## src/flqr_pkg.sv

```systemverilog
// shared types, codes and fixed-point helpers for the finite-horizon lqr force block
// no dependencies; imported by every module of the block
`default_nettype none

package flqr_pkg;

    typedef logic signed [47:0] fx_t;

    localparam fx_t FX_MAX = 48'sh7FFF_FFFF_FFFF;
    localparam fx_t FX_MIN = 48'sh8000_0000_0000;
    localparam fx_t FX_ONE = 48'sd16777216;

    localparam logic [50:0] MAG_LIM = 51'h8000_0000_0000;
    localparam logic [50:0] SAT_BIG = 51'h1_0000_0000_0000;

    // continuous model constants in q24.24
    localparam fx_t AC12 = -48'sd27430748;
    localparam fx_t AC32 = 48'sd282144838;
    localparam fx_t BC1  = 48'sd13981013;
    localparam fx_t BC3  = -48'sd23967451;

    // datapath operations
    localparam logic [3:0] OP_NOP   = 4'd0;
    localparam logic [3:0] OP_LOAD  = 4'd1;
    localparam logic [3:0] OP_MAC   = 4'd2;
    localparam logic [3:0] OP_WB    = 4'd3;
    localparam logic [3:0] OP_DIV   = 4'd4;
    localparam logic [3:0] OP_INITP = 4'd5;
    localparam logic [3:0] OP_CLRK  = 4'd6;
    localparam logic [3:0] OP_OUT   = 4'd7;

    // first multiplier operand sources
    localparam logic [2:0] A_P     = 3'd0;
    localparam logic [2:0] A_BTP   = 3'd1;
    localparam logic [2:0] A_K     = 3'd2;
    localparam logic [2:0] A_T     = 3'd3;
    localparam logic [2:0] A_CONST = 3'd4;

    // second operand / write-back term sources
    localparam logic [2:0] B_BD   = 3'd0;
    localparam logic [2:0] B_AD   = 3'd1;
    localparam logic [2:0] B_M    = 3'd2;
    localparam logic [2:0] B_X    = 3'd3;
    localparam logic [2:0] B_DT   = 3'd4;
    localparam logic [2:0] B_Q    = 3'd5;
    localparam logic [2:0] B_R    = 3'd6;
    localparam logic [2:0] B_ZERO = 3'd7;

    // write-back destinations
    localparam logic [2:0] DST_MODEL = 3'd0;
    localparam logic [2:0] DST_BTP   = 3'd1;
    localparam logic [2:0] DST_DEN   = 3'd2;
    localparam logic [2:0] DST_M     = 3'd3;
    localparam logic [2:0] DST_T     = 3'd4;
    localparam logic [2:0] DST_P     = 3'd5;
    localparam logic [2:0] DST_U     = 3'd6;

    // configuration register indexes
    localparam logic [2:0] CFG_HORIZON = 3'd0;
    localparam logic [2:0] CFG_DT      = 3'd1;
    localparam logic [2:0] CFG_FLIM    = 3'd2;
    localparam logic [2:0] CFG_QPOS    = 3'd3;
    localparam logic [2:0] CFG_QVEL    = 3'd4;
    localparam logic [2:0] CFG_QANG    = 3'd5;
    localparam logic [2:0] CFG_QRATE   = 3'd6;
    localparam logic [2:0] CFG_R       = 3'd7;

    typedef struct packed {
        logic [3:0] op;
        logic [2:0] a_sel;
        logic [3:0] a_idx;
        logic [2:0] b_sel;
        logic [3:0] b_idx;
        logic [2:0] dst;
        logic [3:0] d_idx;
        logic       neg;
        logic       ill;
    } flqr_cmd_t;

    typedef struct packed {
        logic       done;
        logic       den_pos;
        logic       out_full;
        logic [6:0] horizon;
    } flqr_stat_t;

    // signed result from a magnitude, saturating to the 48-bit range
    function automatic fx_t sat_mag(input logic [50:0] m, input logic neg);
        fx_t res;
        if (neg)
        begin
            if (m >= MAG_LIM) res = FX_MIN;
            else res = -$signed(m[47:0]);
        end
        else
        begin
            if (m >= MAG_LIM - 51'd1) res = FX_MAX;
            else res = $signed(m[47:0]);
        end
        return res;
    endfunction

    // saturate a 49-bit sum back to 48 bits
    function automatic fx_t sat_sum(input logic signed [48:0] s);
        fx_t res;
        if (s[48] != s[47]) res = s[48] ? FX_MIN : FX_MAX;
        else res = s[47:0];
        return res;
    endfunction

    function automatic logic [47:0] mag_of(input fx_t a);
        logic [47:0] res;
        if (a[47]) res = 48'(-a);
        else res = 48'(a);
        return res;
    endfunction

    function automatic fx_t model_const(input logic [1:0] idx);
        fx_t res;
        unique case (idx)
            2'd0: res = AC12;
            2'd1: res = AC32;
            2'd2: res = BC1;
            2'd3: res = BC3;
        endcase
        return res;
    endfunction

endpackage

`default_nettype wire

```

## src/flqr_ctrl.sv

```systemverilog
// sequencer: walks the model setup, riccati iterations, gain and force steps
// depends on flqr_pkg; drives flqr_dp through command and status structs
`default_nettype none

module flqr_ctrl
    import flqr_pkg::*;
#(
    parameter int MAX_HORIZON = 64
)
(
    input  wire logic       clk,
    input  wire logic       rst_n,
    input  wire logic       in_valid,
    output logic            in_ready,
    input  wire flqr_stat_t st,
    output flqr_cmd_t       cmd
);

    localparam int HW = $clog2(MAX_HORIZON + 1);
    localparam int CW = (HW > 7) ? HW : 7;

    localparam logic [4:0] S_IDLE     = 5'd0;
    localparam logic [4:0] S_MOD_MAC  = 5'd1;
    localparam logic [4:0] S_MOD_WAIT = 5'd2;
    localparam logic [4:0] S_MOD_WB   = 5'd3;
    localparam logic [4:0] S_INITP    = 5'd4;
    localparam logic [4:0] S_ITER     = 5'd5;
    localparam logic [4:0] S_BTP_MAC  = 5'd6;
    localparam logic [4:0] S_BTP_WAIT = 5'd7;
    localparam logic [4:0] S_BTP_WB   = 5'd8;
    localparam logic [4:0] S_DEN_MAC  = 5'd9;
    localparam logic [4:0] S_DEN_WAIT = 5'd10;
    localparam logic [4:0] S_DEN_WB   = 5'd11;
    localparam logic [4:0] S_DEN_CHK  = 5'd12;
    localparam logic [4:0] S_NUM_MAC  = 5'd13;
    localparam logic [4:0] S_NUM_WAIT = 5'd14;
    localparam logic [4:0] S_NUM_DIV  = 5'd15;
    localparam logic [4:0] S_DIV_WAIT = 5'd16;
    localparam logic [4:0] S_M_MAC    = 5'd17;
    localparam logic [4:0] S_M_WAIT   = 5'd18;
    localparam logic [4:0] S_M_WB     = 5'd19;
    localparam logic [4:0] S_T_MAC    = 5'd20;
    localparam logic [4:0] S_T_WAIT   = 5'd21;
    localparam logic [4:0] S_T_WB     = 5'd22;
    localparam logic [4:0] S_P_MAC    = 5'd23;
    localparam logic [4:0] S_P_WAIT   = 5'd24;
    localparam logic [4:0] S_P_WB     = 5'd25;
    localparam logic [4:0] S_CLRK     = 5'd26;
    localparam logic [4:0] S_U_MAC    = 5'd27;
    localparam logic [4:0] S_U_WAIT   = 5'd28;
    localparam logic [4:0] S_U_WB     = 5'd29;
    localparam logic [4:0] S_OUT      = 5'd30;

    logic [4:0]    state_reg, state_next;
    logic [3:0]    ij_reg, ij_next;
    logic [1:0]    k_reg, k_next;
    logic [CW-1:0] it_reg, it_next;
    logic          ill_reg, ill_next;
    logic          fin_reg, fin_next;

    logic [1:0] ci;
    logic [1:0] cj;
    logic       more_iter;

    assign ci = ij_reg[3:2];
    assign cj = ij_reg[1:0];
    assign more_iter = (it_reg < CW'(st.horizon)) && (it_reg < CW'(MAX_HORIZON));

    always_ff @(posedge clk or negedge rst_n)
    begin
        if (!rst_n)
        begin
            state_reg <= S_IDLE;
            ij_reg    <= 4'd0;
            k_reg     <= 2'd0;
            it_reg    <= '0;
            ill_reg   <= 1'b0;
            fin_reg   <= 1'b0;
        end
        else
        begin
            state_reg <= state_next;
            ij_reg    <= ij_next;
            k_reg     <= k_next;
            it_reg    <= it_next;
            ill_reg   <= ill_next;
            fin_reg   <= fin_next;
        end
    end

    // sequencing and command issue
    always_comb
    begin
        state_next = state_reg;
        ij_next    = ij_reg;
        k_next     = k_reg;
        it_next    = it_reg;
        ill_next   = ill_reg;
        fin_next   = fin_reg;
        cmd        = '0;
        cmd.op     = OP_NOP;
        cmd.ill    = ill_reg;
        in_ready   = 1'b0;

        unique case (state_reg)
            S_IDLE:
            begin
                in_ready = 1'b1;
                if (in_valid)
                begin
                    cmd.op     = OP_LOAD;
                    ij_next    = 4'd0;
                    k_next     = 2'd0;
                    it_next    = '0;
                    ill_next   = 1'b0;
                    fin_next   = 1'b0;
                    state_next = S_MOD_MAC;
                end
            end
            // discrete model entries from the constants and dt
            S_MOD_MAC:
            begin
                cmd.op     = OP_MAC;
                cmd.a_sel  = A_CONST;
                cmd.a_idx  = {2'b0, cj};
                cmd.b_sel  = B_DT;
                state_next = S_MOD_WAIT;
            end
            S_MOD_WAIT:
            begin
                if (st.done) state_next = S_MOD_WB;
            end
            S_MOD_WB:
            begin
                cmd.op    = OP_WB;
                cmd.dst   = DST_MODEL;
                cmd.d_idx = {2'b0, cj};
                cmd.b_sel = B_ZERO;
                if (cj == 2'd3)
                begin
                    ij_next    = 4'd0;
                    state_next = S_INITP;
                end
                else
                begin
                    ij_next    = ij_reg + 4'd1;
                    state_next = S_MOD_MAC;
                end
            end
            S_INITP:
            begin
                cmd.op     = OP_INITP;
                state_next = S_ITER;
            end
            S_ITER:
            begin
                fin_next   = !more_iter;
                state_next = S_BTP_MAC;
            end
            // btp[j] = sum bd[k] * p[k][j]
            S_BTP_MAC:
            begin
                cmd.op     = OP_MAC;
                cmd.a_sel  = A_P;
                cmd.a_idx  = {k_reg, cj};
                cmd.b_sel  = B_BD;
                cmd.b_idx  = {2'b0, k_reg};
                state_next = S_BTP_WAIT;
            end
            S_BTP_WAIT:
            begin
                if (st.done)
                begin
                    k_next     = k_reg + 2'd1;
                    state_next = (k_reg == 2'd3) ? S_BTP_WB : S_BTP_MAC;
                end
            end
            S_BTP_WB:
            begin
                cmd.op    = OP_WB;
                cmd.dst   = DST_BTP;
                cmd.d_idx = {2'b0, cj};
                cmd.b_sel = B_ZERO;
                if (cj == 2'd3)
                begin
                    ij_next    = 4'd0;
                    state_next = S_DEN_MAC;
                end
                else
                begin
                    ij_next    = ij_reg + 4'd1;
                    state_next = S_BTP_MAC;
                end
            end
            // denominator r + btp . bd
            S_DEN_MAC:
            begin
                cmd.op     = OP_MAC;
                cmd.a_sel  = A_BTP;
                cmd.a_idx  = {2'b0, k_reg};
                cmd.b_sel  = B_BD;
                cmd.b_idx  = {2'b0, k_reg};
                state_next = S_DEN_WAIT;
            end
            S_DEN_WAIT:
            begin
                if (st.done)
                begin
                    k_next     = k_reg + 2'd1;
                    state_next = (k_reg == 2'd3) ? S_DEN_WB : S_DEN_MAC;
                end
            end
            S_DEN_WB:
            begin
                cmd.op     = OP_WB;
                cmd.dst    = DST_DEN;
                cmd.b_sel  = B_R;
                state_next = S_DEN_CHK;
            end
            S_DEN_CHK:
            begin
                if (st.den_pos)
                    state_next = S_NUM_MAC;
                else
                begin
                    ill_next = 1'b1;
                    if (fin_reg)
                        state_next = S_CLRK;
                    else
                    begin
                        fin_next   = 1'b1;
                        state_next = S_BTP_MAC;
                    end
                end
            end
            // gain numerator btp . ad[:][j], then divide
            S_NUM_MAC:
            begin
                cmd.op     = OP_MAC;
                cmd.a_sel  = A_BTP;
                cmd.a_idx  = {2'b0, k_reg};
                cmd.b_sel  = B_AD;
                cmd.b_idx  = {k_reg, cj};
                state_next = S_NUM_WAIT;
            end
            S_NUM_WAIT:
            begin
                if (st.done)
                begin
                    k_next     = k_reg + 2'd1;
                    state_next = (k_reg == 2'd3) ? S_NUM_DIV : S_NUM_MAC;
                end
            end
            S_NUM_DIV:
            begin
                cmd.op     = OP_DIV;
                cmd.d_idx  = {2'b0, cj};
                state_next = S_DIV_WAIT;
            end
            S_DIV_WAIT:
            begin
                if (st.done)
                begin
                    if (cj == 2'd3)
                    begin
                        ij_next    = 4'd0;
                        state_next = fin_reg ? S_U_MAC : S_M_MAC;
                    end
                    else
                    begin
                        ij_next    = ij_reg + 4'd1;
                        state_next = S_NUM_MAC;
                    end
                end
            end
            // m = ad - bd k
            S_M_MAC:
            begin
                cmd.op     = OP_MAC;
                cmd.a_sel  = A_K;
                cmd.a_idx  = {2'b0, cj};
                cmd.b_sel  = B_BD;
                cmd.b_idx  = {2'b0, ci};
                state_next = S_M_WAIT;
            end
            S_M_WAIT:
            begin
                if (st.done) state_next = S_M_WB;
            end
            S_M_WB:
            begin
                cmd.op    = OP_WB;
                cmd.dst   = DST_M;
                cmd.d_idx = ij_reg;
                cmd.b_sel = B_AD;
                cmd.b_idx = ij_reg;
                cmd.neg   = 1'b1;
                ij_next   = ij_reg + 4'd1;
                state_next = (ij_reg == 4'd15) ? S_T_MAC : S_M_MAC;
            end
            // t = p m
            S_T_MAC:
            begin
                cmd.op     = OP_MAC;
                cmd.a_sel  = A_P;
                cmd.a_idx  = {ci, k_reg};
                cmd.b_sel  = B_M;
                cmd.b_idx  = {k_reg, cj};
                state_next = S_T_WAIT;
            end
            S_T_WAIT:
            begin
                if (st.done)
                begin
                    k_next     = k_reg + 2'd1;
                    state_next = (k_reg == 2'd3) ? S_T_WB : S_T_MAC;
                end
            end
            S_T_WB:
            begin
                cmd.op     = OP_WB;
                cmd.dst    = DST_T;
                cmd.d_idx  = ij_reg;
                cmd.b_sel  = B_ZERO;
                ij_next    = ij_reg + 4'd1;
                state_next = (ij_reg == 4'd15) ? S_P_MAC : S_T_MAC;
            end
            // p = q + ad' t
            S_P_MAC:
            begin
                cmd.op     = OP_MAC;
                cmd.a_sel  = A_T;
                cmd.a_idx  = {k_reg, cj};
                cmd.b_sel  = B_AD;
                cmd.b_idx  = {k_reg, ci};
                state_next = S_P_WAIT;
            end
            S_P_WAIT:
            begin
                if (st.done)
                begin
                    k_next     = k_reg + 2'd1;
                    state_next = (k_reg == 2'd3) ? S_P_WB : S_P_MAC;
                end
            end
            S_P_WB:
            begin
                cmd.op    = OP_WB;
                cmd.dst   = DST_P;
                cmd.d_idx = ij_reg;
                cmd.b_sel = (ci == cj) ? B_Q : B_ZERO;
                cmd.b_idx = {2'b0, ci};
                ij_next   = ij_reg + 4'd1;
                if (ij_reg == 4'd15)
                begin
                    it_next    = it_reg + CW'(1);
                    state_next = S_ITER;
                end
                else
                    state_next = S_P_MAC;
            end
            S_CLRK:
            begin
                cmd.op     = OP_CLRK;
                state_next = S_U_MAC;
            end
            // u = -(k . x)
            S_U_MAC:
            begin
                cmd.op     = OP_MAC;
                cmd.a_sel  = A_K;
                cmd.a_idx  = {2'b0, k_reg};
                cmd.b_sel  = B_X;
                cmd.b_idx  = {2'b0, k_reg};
                state_next = S_U_WAIT;
            end
            S_U_WAIT:
            begin
                if (st.done)
                begin
                    k_next     = k_reg + 2'd1;
                    state_next = (k_reg == 2'd3) ? S_U_WB : S_U_MAC;
                end
            end
            S_U_WB:
            begin
                cmd.op     = OP_WB;
                cmd.dst    = DST_U;
                cmd.b_sel  = B_ZERO;
                cmd.neg    = 1'b1;
                state_next = S_OUT;
            end
            S_OUT:
            begin
                if (!st.out_full)
                begin
                    cmd.op     = OP_OUT;
                    state_next = S_IDLE;
                end
            end
            default:
            begin
                state_next = S_IDLE;
            end
        endcase
    end

endmodule

`default_nettype wire

```

## config.mk

```make
export PLATFORM = sky130hd
export DESIGN_NAME = flqr_ctrl
export DESIGN_NICKNAME = d
export VERILOG_FILES = /design/src/flqr_pkg.sv /design/src/flqr_ctrl.sv
export SDC_FILE = /design/constraint.sdc
export NUM_CORES = 1
export LEC_CHECK = 0
export ABC_AREA = 1
export BUFFER_PORTS_ARGS = -buffer_cell sky130_fd_sc_hd__buf_2
export CORE_MARGIN = 3
export CORE_UTILIZATION = 45
export CTS_BUF_LIST = sky130_fd_sc_hd__clkbuf_8
export DETAILED_ROUTE_END_ITERATION = 6
export PLACE_DENSITY = 0.76
export SLEW_MARGIN = 15
export SYNTH_ARGS = -nofsm -noshare
export SYNTH_HDL_FRONTEND = slang
export SYNTH_SLANG_ARGS = --single-unit
```

## constraint.sdc

```tcl
create_clock -name clk -period 2.68 [get_ports clk]
set_clock_uncertainty 0.05 [all_clocks]
set_input_delay 0.402 -clock clk [delete_from_list [all_inputs] [get_ports clk]]
set_output_delay 0.402 -clock clk [all_outputs]
set_load 0.005 [all_outputs]
```

======== Yosys cells after proc, flatten, opt, wreduce, memory -nomap -nowiden ========
Cells that the tools add are included.
word-level totals
  input bits .............................. 13
  output and inout bits ................... 28
  register bits after elaboration ......... 20
  word-level logic and storage cells ...... 138
operators by class
  equal/unequal tests ..................... 48
  add/subtract/negate cells ............... 3
  reductions and logical operators ........ 27
  muxes and demuxes ....................... 52
  magnitude comparators ................... 2
operator list
  operator            number
  $pmux 5 s31         1
  $eq 5x5->1 const B  15
  $mux 5              15
  $pmux 7 s7          1
  $eq 5x4->1 const B  8
  $mux 4              7
  $pmux 4 s7          1
  $ne 2x2->1 const B  13
  $pmux 3 s7          1
  $eq 5x3->1 const B  4
  $pmux 4 s5          1
  $pmux 3 s6          1
  $pmux 4 s4          1
  $reduce_and 3->1    5
  $mux 2              7
  $mux 7              2
  $pmux 7 s2          1
  $mux 3              4
  $reduce_or 3->1     4
  $reduce_and 11->1   1
  $eq 5x2->1 const B  2
  $reduce_or 2->1     5
  $pmux 4 s2          1
  $reduce_or 8->1     1
  other kinds (23)    30

======== Depth between registers and ports, before layout ========
Gate-level depths: netlist (run 1).
  depth in word-level cells ............... 4
  gate-level depth with buffers ........... 12
  depth with buffers taken out ............ 12

======== Worst setup path after synthesis (run 1) ========
OpenSTA, ideal clock, no wires.
  kind .................................... reg-to-output
  start ................................... reg state_reg[1]
  end ..................................... out cmd[10] in the netlist's numbering
  cell stages (with the launch flop) ...... 8
  data required time ...................... 2.228 ns
  data arrival time ....................... 1.358 ns
  path slack .............................. 0.870 ns
  cell sequence ........................... dfrtp_1 > buf_4 > nor2_4 > buf_6 > nand3_2 > nand2_1 > nor2_1 > o221ai_1
RTL lines
  what                    line             RTL
  start, declared         flqr_ctrl.sv:54  logic [4:0] state_reg, state_next;
  start signal, assigned  flqr_ctrl.sv:82  state_reg <= state_next;
  end, declared           flqr_ctrl.sv:16  output flqr_cmd_t cmd

==> results of run 1 <==
-- cell usage in the layout (no fill, tap or decap), types with 4 or more instances in the layout --
cell / instances
nand2_1: 131
nand3_1: 53
inv_1: 46
buf_2: 39
nor2_1: 37
nand4_1: 22
dfrtp_1: 20
inv_2: 16
o21ai_0: 16
ha_1: 11
nor2_4: 7
nand2_2: 7
a21oi_1: 7
nand3_2: 6
nor3_1: 5
o221ai_1: 4
o21ai_1: 4
nand2_4: 4
nor2_2: 4
-- worst register-to-register path, stage by stage (launching register included) --
cell,delay (ns)
dfrtp_1,0.61
inv_2,0.12
nor2_4,0.32
nand3_4,0.19
clkinv_4,0.15
nand2_2,0.08
o21ai_4,0.11
inv_4,0.08
nand3_1,0.08
nand2_1,0.05
nor2_1,0.08
-- synth_stat cells (all sizes together) --
library cell	n
ha	11
nand3b	3
xnor2	1
o221ai	4
nor3	7
and3	1
conb	1
buf	13
nand3	61
clkinv	2
xor2	1
o211ai	1
nor2	49
inv	63
dfrtp	20
nand2	142
a21oi	7
o22ai	2
nand4	22
o21bai	1
o21ai	21
nor4	1
clkbuf	1
-- worst paths after layout --
check | startpoint | endpoint | slack, ns | depth (start not counted)
worst max-delay path | state_reg[3] | cmd[24] | 0.16 | 10
worst min register to register | ill_reg | ill_reg | 0.43 | 2
worst max register to register | state_reg[3] | it_reg[2] | 0.70 | 10
worst min-delay path | rst_n | state_reg[3] | 0.03 | 1
max in group asynchronous | rst_n | it_reg[2] | 2.20 | 1
min in group clk | st[9] | k_reg[1] | 0.36 | 3
-- cell type report --
cell class / count / area share (%)
well taps: 72 / 3.08
repair buffers: 40 / 7.36
multi-input cells: 336 / 61.4
flip-flops and latches: 20 / 17.1
inverters: 65 / 8.60
clock inverters: 1 / 1.03
clock buffers: 3 / 1.41
-- stage by stage --
stage	hold WS, ns	setup WS (ns)	cell area (um2)	util (%)	power, uW
final	0.0326	0.157	2920	52.1	1800
after global routing	0.0746	0.0276	2920	52.1	1930
after CTS	0.0589	0.186	2920	52.1	1780
after detailed placement	0.352	0.488	2850	50.8	1460
after global placement	0.340	0.469	2850	50.8	1450
after floorplan	0.0564	0.870	2660	-	1220
-- kinds of logic (layout without fill, tap and decap cells) --
family	Yosys count	after routing	synth area share [%]
buffers and inverters	79	109	13.9
AOI/OAI and AO/OA	36	36	8.03
xor gates and xnor gates	2	2	0.658
DFF	20	20	18.8
and+or+nand+nor	286	286	53.4
other	1	1	0.141
adders and majority gates	11	11	5.17
-- power groups by stage --
stage	clock network (uW)	registers, uW	logic, uW
6_report	327	442	1030
2_1_floorplan	0	387	828
4_1_cts	322	440	1020
3_5_place_dp	0	446	1010
3_3_place_gp	0	443	1010
5_1_grt	336	449	1140
-- metal layers --
layer	track usage, %	vias to the layer above	wire, um
li1	-	1493	-
met1	32.3	1346	3700
met2	36.1	146	3410
met3	2.08	17	574
met4	5.20	0	142
met5	0	-	0
==> flow_summary_export.csv, run 1 <==
group,metric,value,unit
status,status,"completed",
clock_network,cts-resized-gates,0,
grt,antenna_found_initial,0,
die,core-area,5610,um2
cells_and_area,synthToLayoutAreaGrowth,9.72,%
timing,fin_crit_sh,94.1,%
power_and_ir_drop,p_seq_share,24.6,%
die,row_count,27,
cells_and_area,multiInputGateArea,1790,um2
clock_network,clock_sinks,20,
cells_and_area,drive_above_1_share,20.6,%
power_and_ir_drop,p_sw,922,uW
detailed_routing,drc,0,
timing,hold_viol,0,
cells_and_area,largest_reg_flops,7,
placed_design,hpwl,6060,um
critical_path,crit_slowest_cell,"dfrtp_1",
detailed_routing,viasPerCell,5.59,
power_and_ir_drop,irDropWorstVdd,0.368,mV
detailed_routing,wl_per_cell,14.6,um
clock_network,path_clk_slew,0.09,ns
detailed_routing,drtPass1Iterations,5,
power_and_ir_drop,pwr_density_cell,615,nW/um2
yosys,ys_seq_area_share,18.8,%
clock_network,cts_buffers,3,
critical_path,critPathBufInv,3,
yosys,syn_nets,459,
detailed_routing,drt_wl_total,7830,um
yosys,yosysTopAreaCell,"dfrtp_1",
critical_path,crit_chain,"inv_2, nand2_2, nor2_2, nand2_2, nand2_1, inv_1, nand3_1, nor3_1, nand2_1, buf_2",
flow_run,cap_viol_max_count,0,
cells_and_area,n_antenna_cell,0,
power_and_ir_drop,switching_share,51.3,%
grt,grt_pass1_wl,13100,um
yosys,synth_area_leaders,"dfrtp_1 (19%), nand2_1 (18%), nand3_1 (10%)",
min_path,hold_class,"input port to async pin",
critical_path,end_kind,"primary output",
die,die_w,82.9,um
yosys,ys.warnings.count,0,
grt,grt_max_degree,31,
timing,relSlewSlack,66.5,%
yosys,synth.top_cell.area_share,18.8,%
die,ioPinCount,41,
power_and_ir_drop,p_comb_share,57.2,%
cells_and_area,n_fill_cell,592,
timing,setup_viol,0,
clock_network,cts_max_level,1,
detailed_routing,vias,3002,
power_and_ir_drop,p_int,876,uW
power_and_ir_drop,p_leak,0.00179,uW
critical_path,arrival,2.07,ns
clock_network,clock_path_buffers,2,
cells_and_area,seq_area,500,um2
timing,fmaxAchievable,396,MHz
cells_and_area,final_cells,537,
die,fp.dieH,82.9,um
timing,drv_slew,0,
critical_path,critPathMaxFanout,8,
cells_and_area,fin_nets,490,
yosys,syn_area,2660,um2
yosys,synth-seq-cells,20,
die,start_util,47.5,%
clock_network,cts-root-buf,"clkbuf_8",
placed_design,place_congestion,0.970,
grt,grt_overflow,0,
yosys,yosysUniqueCellTypes,38,
critical_path,path_class,"flop to primary output",
clock_network,cts_tree,"yes",
timing,setup_tns,0,ns
critical_path,start_kind,"flop",
timing,worst_pin_slew,0.503,ns
clock_network,ctsHoldBuffers,0,
clock_network,clock_latency,0.27,ns
critical_path,cpPeakStageDelay,0.61,ns
clock_network,post-cts-setup-buffers,0,
critical_path,required,2.23,ns
detailed_routing,antenna_left,0,
timing,fin_crit,2.52,ns
die,dieArea,6880,um2
detailed_routing,drt_iter0_markers,237,
yosys,syn_avg_cell_area,6.12,um2
power_and_ir_drop,pwr-share-clk,18.2,%
critical_path,path_delay_family,"simple AND/OR/NAND/NOR gates",
placed_design,port_buffers,39,
grt,grt_pass1_vias,2731,
placed_design,dp.cells,533,
yosys,synth_cells,435,
grt,groute.usage.overall,22.4,%
timing,rsz0062_at_grt,"no",
Note: power is estimated with default switching activity, not from simulation.
==> inputs of run 2 (changes only) <==
CELL_PAD_IN_SITES_DETAIL_PLACEMENT = 1   (was default)
CELL_PAD_IN_SITES_GLOBAL_PLACEMENT = 1   (was default)
CORE_UTILIZATION = 44   (was 45)
HOLD_SLACK_MARGIN = 0.1   (was default)
PLACE_DENSITY = 0.95   (was 0.76)
==> run 2 against run 1 <==
Compared with the run above: critical path depth shrank 3; cell count grew 1.3%; hold slack gained 0.32 ns; utilization grew 0.48 points; count of clock-buffer cells in the layout is the same; clock power is essentially flat; worst setup slack gained 0.0044 ns; sequential cell count is the same; sequential share of layout area shrank 0.28 points; combinational power grew 13%; cell area grew 2.1%; fmax grew 0.18%.
==> flow_summary_export.csv, run 2 (synthesis gave the netlist of run 1 again) <==
group,metric,value,unit
status,status,"completed",
clock_network,cts_max_level,1,
die,dieArea,7020,um2
die,fp.dieH,83.8,um
critical_path,path_delay_family,"simple AND/OR/NAND/NOR gates",
cells_and_area,n_antenna_cell,0,
detailed_routing,antenna_left,0,
grt,groute.usage.overall,26.7,%
cells_and_area,layout_common_cells,"nand2_1 (131), nand3_1 (53), inv_1 (46)",
grt,grt_max_degree,31,
grt,grt_pass1_vias,3179,
timing,drv_slew,0,
timing,fin_crit_sh,94.0,%
power_and_ir_drop,irDropWorstVdd,0.379,mV
detailed_routing,vias,3200,
clock_network,clock_latency,0.27,ns
die,die_w,83.8,um
placed_design,port_buffers,39,
grt,grt_overflow,0,
detailed_routing,drt_wl_total,9690,um
clock_network,clock_sinks,20,
detailed_routing,viasPerCell,5.88,
cells_and_area,fin_nets,497,
cells_and_area,final_common_cell,"nand2_1",
detailed_routing,drtPass1Iterations,5,
cells_and_area,largest_reg_flops,7,
cells_and_area,drive_above_1_share,22.2,%
critical_path,critPathBufInv,4,
die,start_util,46.9,%
cells_and_area,synthToLayoutAreaGrowth,12.1,%
timing,hold_viol,0,
timing,setup_viol,0,
detailed_routing,drt_iter0_markers,211,
min_path,hold_path_depth,3,
critical_path,rrSetupSlack,0.60,ns
timing,fin_crit,2.52,ns
timing,worst_pin_slew,0.546,ns
clock_network,clock_path_buffers,2,
critical_path,path_class,"flop to primary output",
cells_and_area,n_fill_cell,826,
critical_path,end_kind,"primary output",
timing,fmaxAchievable,397,MHz
die,core-area,5680,um2
grt,grt_pass1_wl,15400,um
clock_network,path_clk_slew,0.09,ns
critical_path,required,2.23,ns
detailed_routing,wl_per_cell,17.8,um
min_path,hp-start,"st[9]",
placed_design,hpwl,7260,um
critical_path,arrival,2.07,ns
timing,relSlewSlack,63.3,%
power_and_ir_drop,p_leak,0.00182,uW
clock_network,cts_buffers,3,
min_path,hold_class,"input port to flop",
critical_path,worst_r2r_endpoint,"state_reg[1]",
detailed_routing,drc,0,
power_and_ir_drop,pwr_density_cell,646,nW/um2
critical_path,start_kind,"flop",
critical_path,cpPeakStageDelay,0.52,ns
timing,setup_tns,0,ns
cells_and_area,final_util,52.6,%
critical_path,critPathMaxFanout,30,
placed_design,place_congestion,1.01,
die,row_count,27,
min_path,hold-path-endpoint,"k_reg[1]",
grt,antenna_found_initial,0,
flow_run,cap_viol_max_count,0,
clock_network,cts-root-buf,"clkbuf_8",
critical_path,crit_slowest_cell,"nor4_1",
die,ioPinCount,41,
clock_network,cts_tree,"yes",
critical_path,crit_chain,"buf_12, inv_2, buf_4, nor4_1, nor3_2, nand2_1, buf_2",
timing,rsz0062_at_grt,"no",
critical_path,r2r-start,"state_reg[1]",
critical_path,r2r_cells,10,
-- run 2: changes by cell type in the layout (fill, tap and decap cells not counted), sizes merged --
cell         before  now
buf              40   46
dlygate4sd3       0    1
-- run 2: final cells by class --
cell class	instances	area, um2	area share [%]
multi-input cells	336	1800	60.3
flip-flops and latches	20	503	16.8
repair buffers	47	270	9.05
inverters	65	251	8.42
well taps	72	90.1	3.02
clock buffers	3	41.3	1.38
clock inverters	1	30.0	1.01
-- run 2: worst reg2reg max path, delay by kind of cell (launching register included) --
family,cells,cell delay [ns]
AND/OR/NAND/NOR,8,1.11
buffers and inverters,2,0.31
flip-flops,1,0.55
-- run 2: worst max path at each step --
stage,start,end,cells past startpoint
2_1_floorplan,state_reg[1],cmd[10],7
3_3_place_gp,state_reg[3],cmd[24],10
3_5_place_dp,state_reg[3],cmd[24],10
4_1_cts,state_reg[3],cmd[24],10
5_1_grt,state_reg[4],cmd[24],7
6_report,state_reg[4],cmd[24],7
-- run 2: metrics by stage --
step | setup slack (ns) | total power (uW) | cells | hold WS, ns | instance area (um2)
floorplan | 0.870 | 1220 | 435 | 0.0564 | 2660
global placement | 0.485 | 1450 | 534 | 0.344 | 2860
detailed placement | 0.413 | 1480 | 534 | 0.350 | 2860
CTS | 0.0861 | 1820 | 539 | 0.362 | 2940
global route | 0.0356 | 2070 | 544 | 0.364 | 2990
finish | 0.162 | 1930 | 544 | 0.357 | 2990
-- run 2: timing repair --
| item | 4_1_cts | 5_1_grt |
|---|---|---|
| setup endpoints to repair | 0 | 7 |
| setup buffers | 0 | 5 |
| gates resized for setup | 0 | 3 |
| hold buffers | 1 | 0 |
| endpoints found under the hold margin | 20 | 0 |
-- run 2: report_power, final --
part,switching (uW),internal [uW]
Clock,126,200
Combinational,769,388
Sequential,103,343
Total,998,931
-- run 2: per-layer routing --
metal | vias to the layer above | track usage, % | part of all wire [%] | wire, um
met5 | - | 0 | 0 | 0
met2 | 162 | 44.5 | 47 | 4520
met3 | 37 | 3.65 | 7.8 | 752
met1 | 1512 | 34.7 | 42 | 4060
met4 | 0 | 10.4 | 3.7 | 354
li1 | 1489 | - | - | -
==> inputs of run 3 (changes only) <==
BUFFER_PORTS_ARGS = -buffer_cell sky130_fd_sc_hd__buf_4   (was -buffer_cell sky130_fd_sc_hd__buf_2)
==> run 3 against run 2 <==
Compared with the run above: largest cell class unchanged; largest power group unchanged; worst setup slack improved by 0.054 ns; count of clock-buffer cells in the layout unchanged; cell area up 2.4%.
==> flow_summary_export.csv, run 3 (synthesis gave the netlist of run 1 again) <==
group,metric,value,unit
power_and_ir_drop,pwr-share-clk,17.3,%
timing,rsz0062_at_grt,"no",
clock_network,cts_tree,"yes",
detailed_routing,vias,3147,
critical_path,required,2.23,ns
detailed_routing,wl_per_cell,18.2,um
critical_path,arrival,2.01,ns
grt,grt_pass1_wl,16100,um
critical_path,start_kind,"flop",
clock_network,cts_max_level,1,
die,dieArea,7020,um2
placed_design,dp.cells,536,
timing,hold_viol,0,
die,die_w,83.8,um
power_and_ir_drop,pwr_density_cell,635,nW/um2
power_and_ir_drop,p_comb_share,59.8,%
timing,setup_tns,0,ns
clock_network,cts-root-buf,"clkbuf_8",
detailed_routing,top_layer,"met4",
grt,grt_overflow,0,
status,status,"completed",
die,start_util,46.9,%
timing,fmaxAchievable,406,MHz
clock_network,clock_latency,0.29,ns
power_and_ir_drop,irDropWorstVdd,0.380,mV
detailed_routing,wl_met3,727,um
min_path,hold_class,"input port to flop",
grt,antenna_found_initial,0,
power_and_ir_drop,switching_share,51.4,%
placed_design,place_congestion,0.985,
clock_network,clock_sinks,20,
cells_and_area,final_common_cell,"nand2_1",
critical_path,critPathMaxFanout,11,
critical_path,end_kind,"primary output",
grt,grt_pass1_vias,3231,
die,core-area,5680,um2
cells_and_area,drive_above_1_share,22.0,%
die,fp.dieH,83.8,um
detailed_routing,met2_length,4730,um
detailed_routing,viasPerCell,5.82,
detailed_routing,met1_length,4090,um
power_and_ir_drop,p_seq_share,23.0,%
cells_and_area,fin_nets,494,
detailed_routing,antenna_left,0,
detailed_routing,drt_wl_total,9870,um
timing,setup_viol,0,
die,row_count,27,
critical_path,path_class,"flop to primary output",
cells_and_area,final_cells,541,
cells_and_area,n_fill_cell,807,
flow_run,cap_viol_max_count,0,
detailed_routing,drtPass1Iterations,4,
power_and_ir_drop,p_leak,0.00182,uW
timing,fin_crit,2.46,ns
cells_and_area,n_antenna_cell,0,
detailed_routing,drt_iter0_markers,258,
clock_network,clock_path_buffers,2,
placed_design,hpwl,7650,um
clock_network,cts_buffers,3,
grt,grt_max_degree,25,
cells_and_area,layout_common_cells,"nand2_1 (131), nand3_1 (53), inv_1 (46)",
placed_design,port_buffers,39,
power_and_ir_drop,p_int,944,uW
power_and_ir_drop,p_sw,997,uW
cells_and_area,largest_reg_flops,7,
timing,drv_slew,0,
die,ioPinCount,41,
clock_network,path_clk_slew,0.09,ns
grt,groute.usage.overall,28.6,%
cells_and_area,synthToLayoutAreaGrowth,14.8,%
detailed_routing,drc,0,
power_and_ir_drop,power,1940,uW
timing,fin_crit_sh,92.0,%
-- run 3: path summary, 6_finish.rpt --
path	start	endpoint	slack, ns	cells after the start
max in group asynchronous	rst_n	state_reg[2]	1.81	2
min in group asynchronous	rst_n	ij_reg[3]	0.49	2
worst min register to register	ill_reg	ill_reg	0.45	2
worst min-delay path	st[9]	k_reg[0]	0.34	3
worst max-delay path	state_reg[0]	cmd[3]	0.22	9
worst max register to register	state_reg[1]	state_reg[4]	0.67	10
-- run 3: metal layers --
metal,vias up,GRT usage [%]
met3,29,4.54
met1,1501,35.9
li1,1483,-
met5,-,0
met2,134,48.2
met4,0,12.6
-- run 3: area by class of cell --
type / count / area [um2] / share of cell area, %
Clock inverter: 1 / 30.0 / 0.982
Sequential cell: 20 / 505 / 16.5
Inverter: 65 / 251 / 8.22
Multi-Input combinational cell: 336 / 1790 / 58.7
Tap cell: 72 / 90.1 / 2.95
Timing Repair Buffer: 44 / 345 / 11.3
Clock buffer: 3 / 41.3 / 1.35
-- run 3: worst max-delay path: stages, from the launching register on --
cell	delay, ns
dfrtp_1	0.48
inv_2	0.10
nor2_4	0.32
nand3_4	0.20
nand2_2	0.13
inv_2	0.06
nand2_4	0.09
nor2_4	0.06
a21oi_1	0.15
buf_4	0.14
-- run 3: repair_timing --
action | 4_1_cts | 5_1_grt
hold buffers | 1 | 0
resized for setup | 0 | 4
setup buffers | 0 | 0
setup endpoints to repair | 0 | 7
endpoints found under the hold margin | 20 | 0
-- run 3: stage by stage --
step / utilization (%) / hold slack (ns) / setup slack [ns] / cell area [um2]
floorplan: - / 0.0564 / 0.870 / 2660
global placement: 52.4 / 0.257 / 0.477 / 2970
detailed placement: 52.4 / 0.262 / 0.443 / 2970
CTS: 53.8 / 0.340 / 0.118 / 3050
global route: 53.9 / 0.387 / 0.0846 / 3060
finish: 53.9 / 0.341 / 0.216 / 3060
-- run 3: power groups by stage --
stage / logic [uW] / registers (uW) / clock network, uW
final: 1160 / 446 / 336
after global routing: 1270 / 457 / 350
after CTS: 1140 / 441 / 338
after detailed placement: 1130 / 446 / 0
after global placement: 1090 / 445 / 0
after floorplan: 828 / 387 / 0
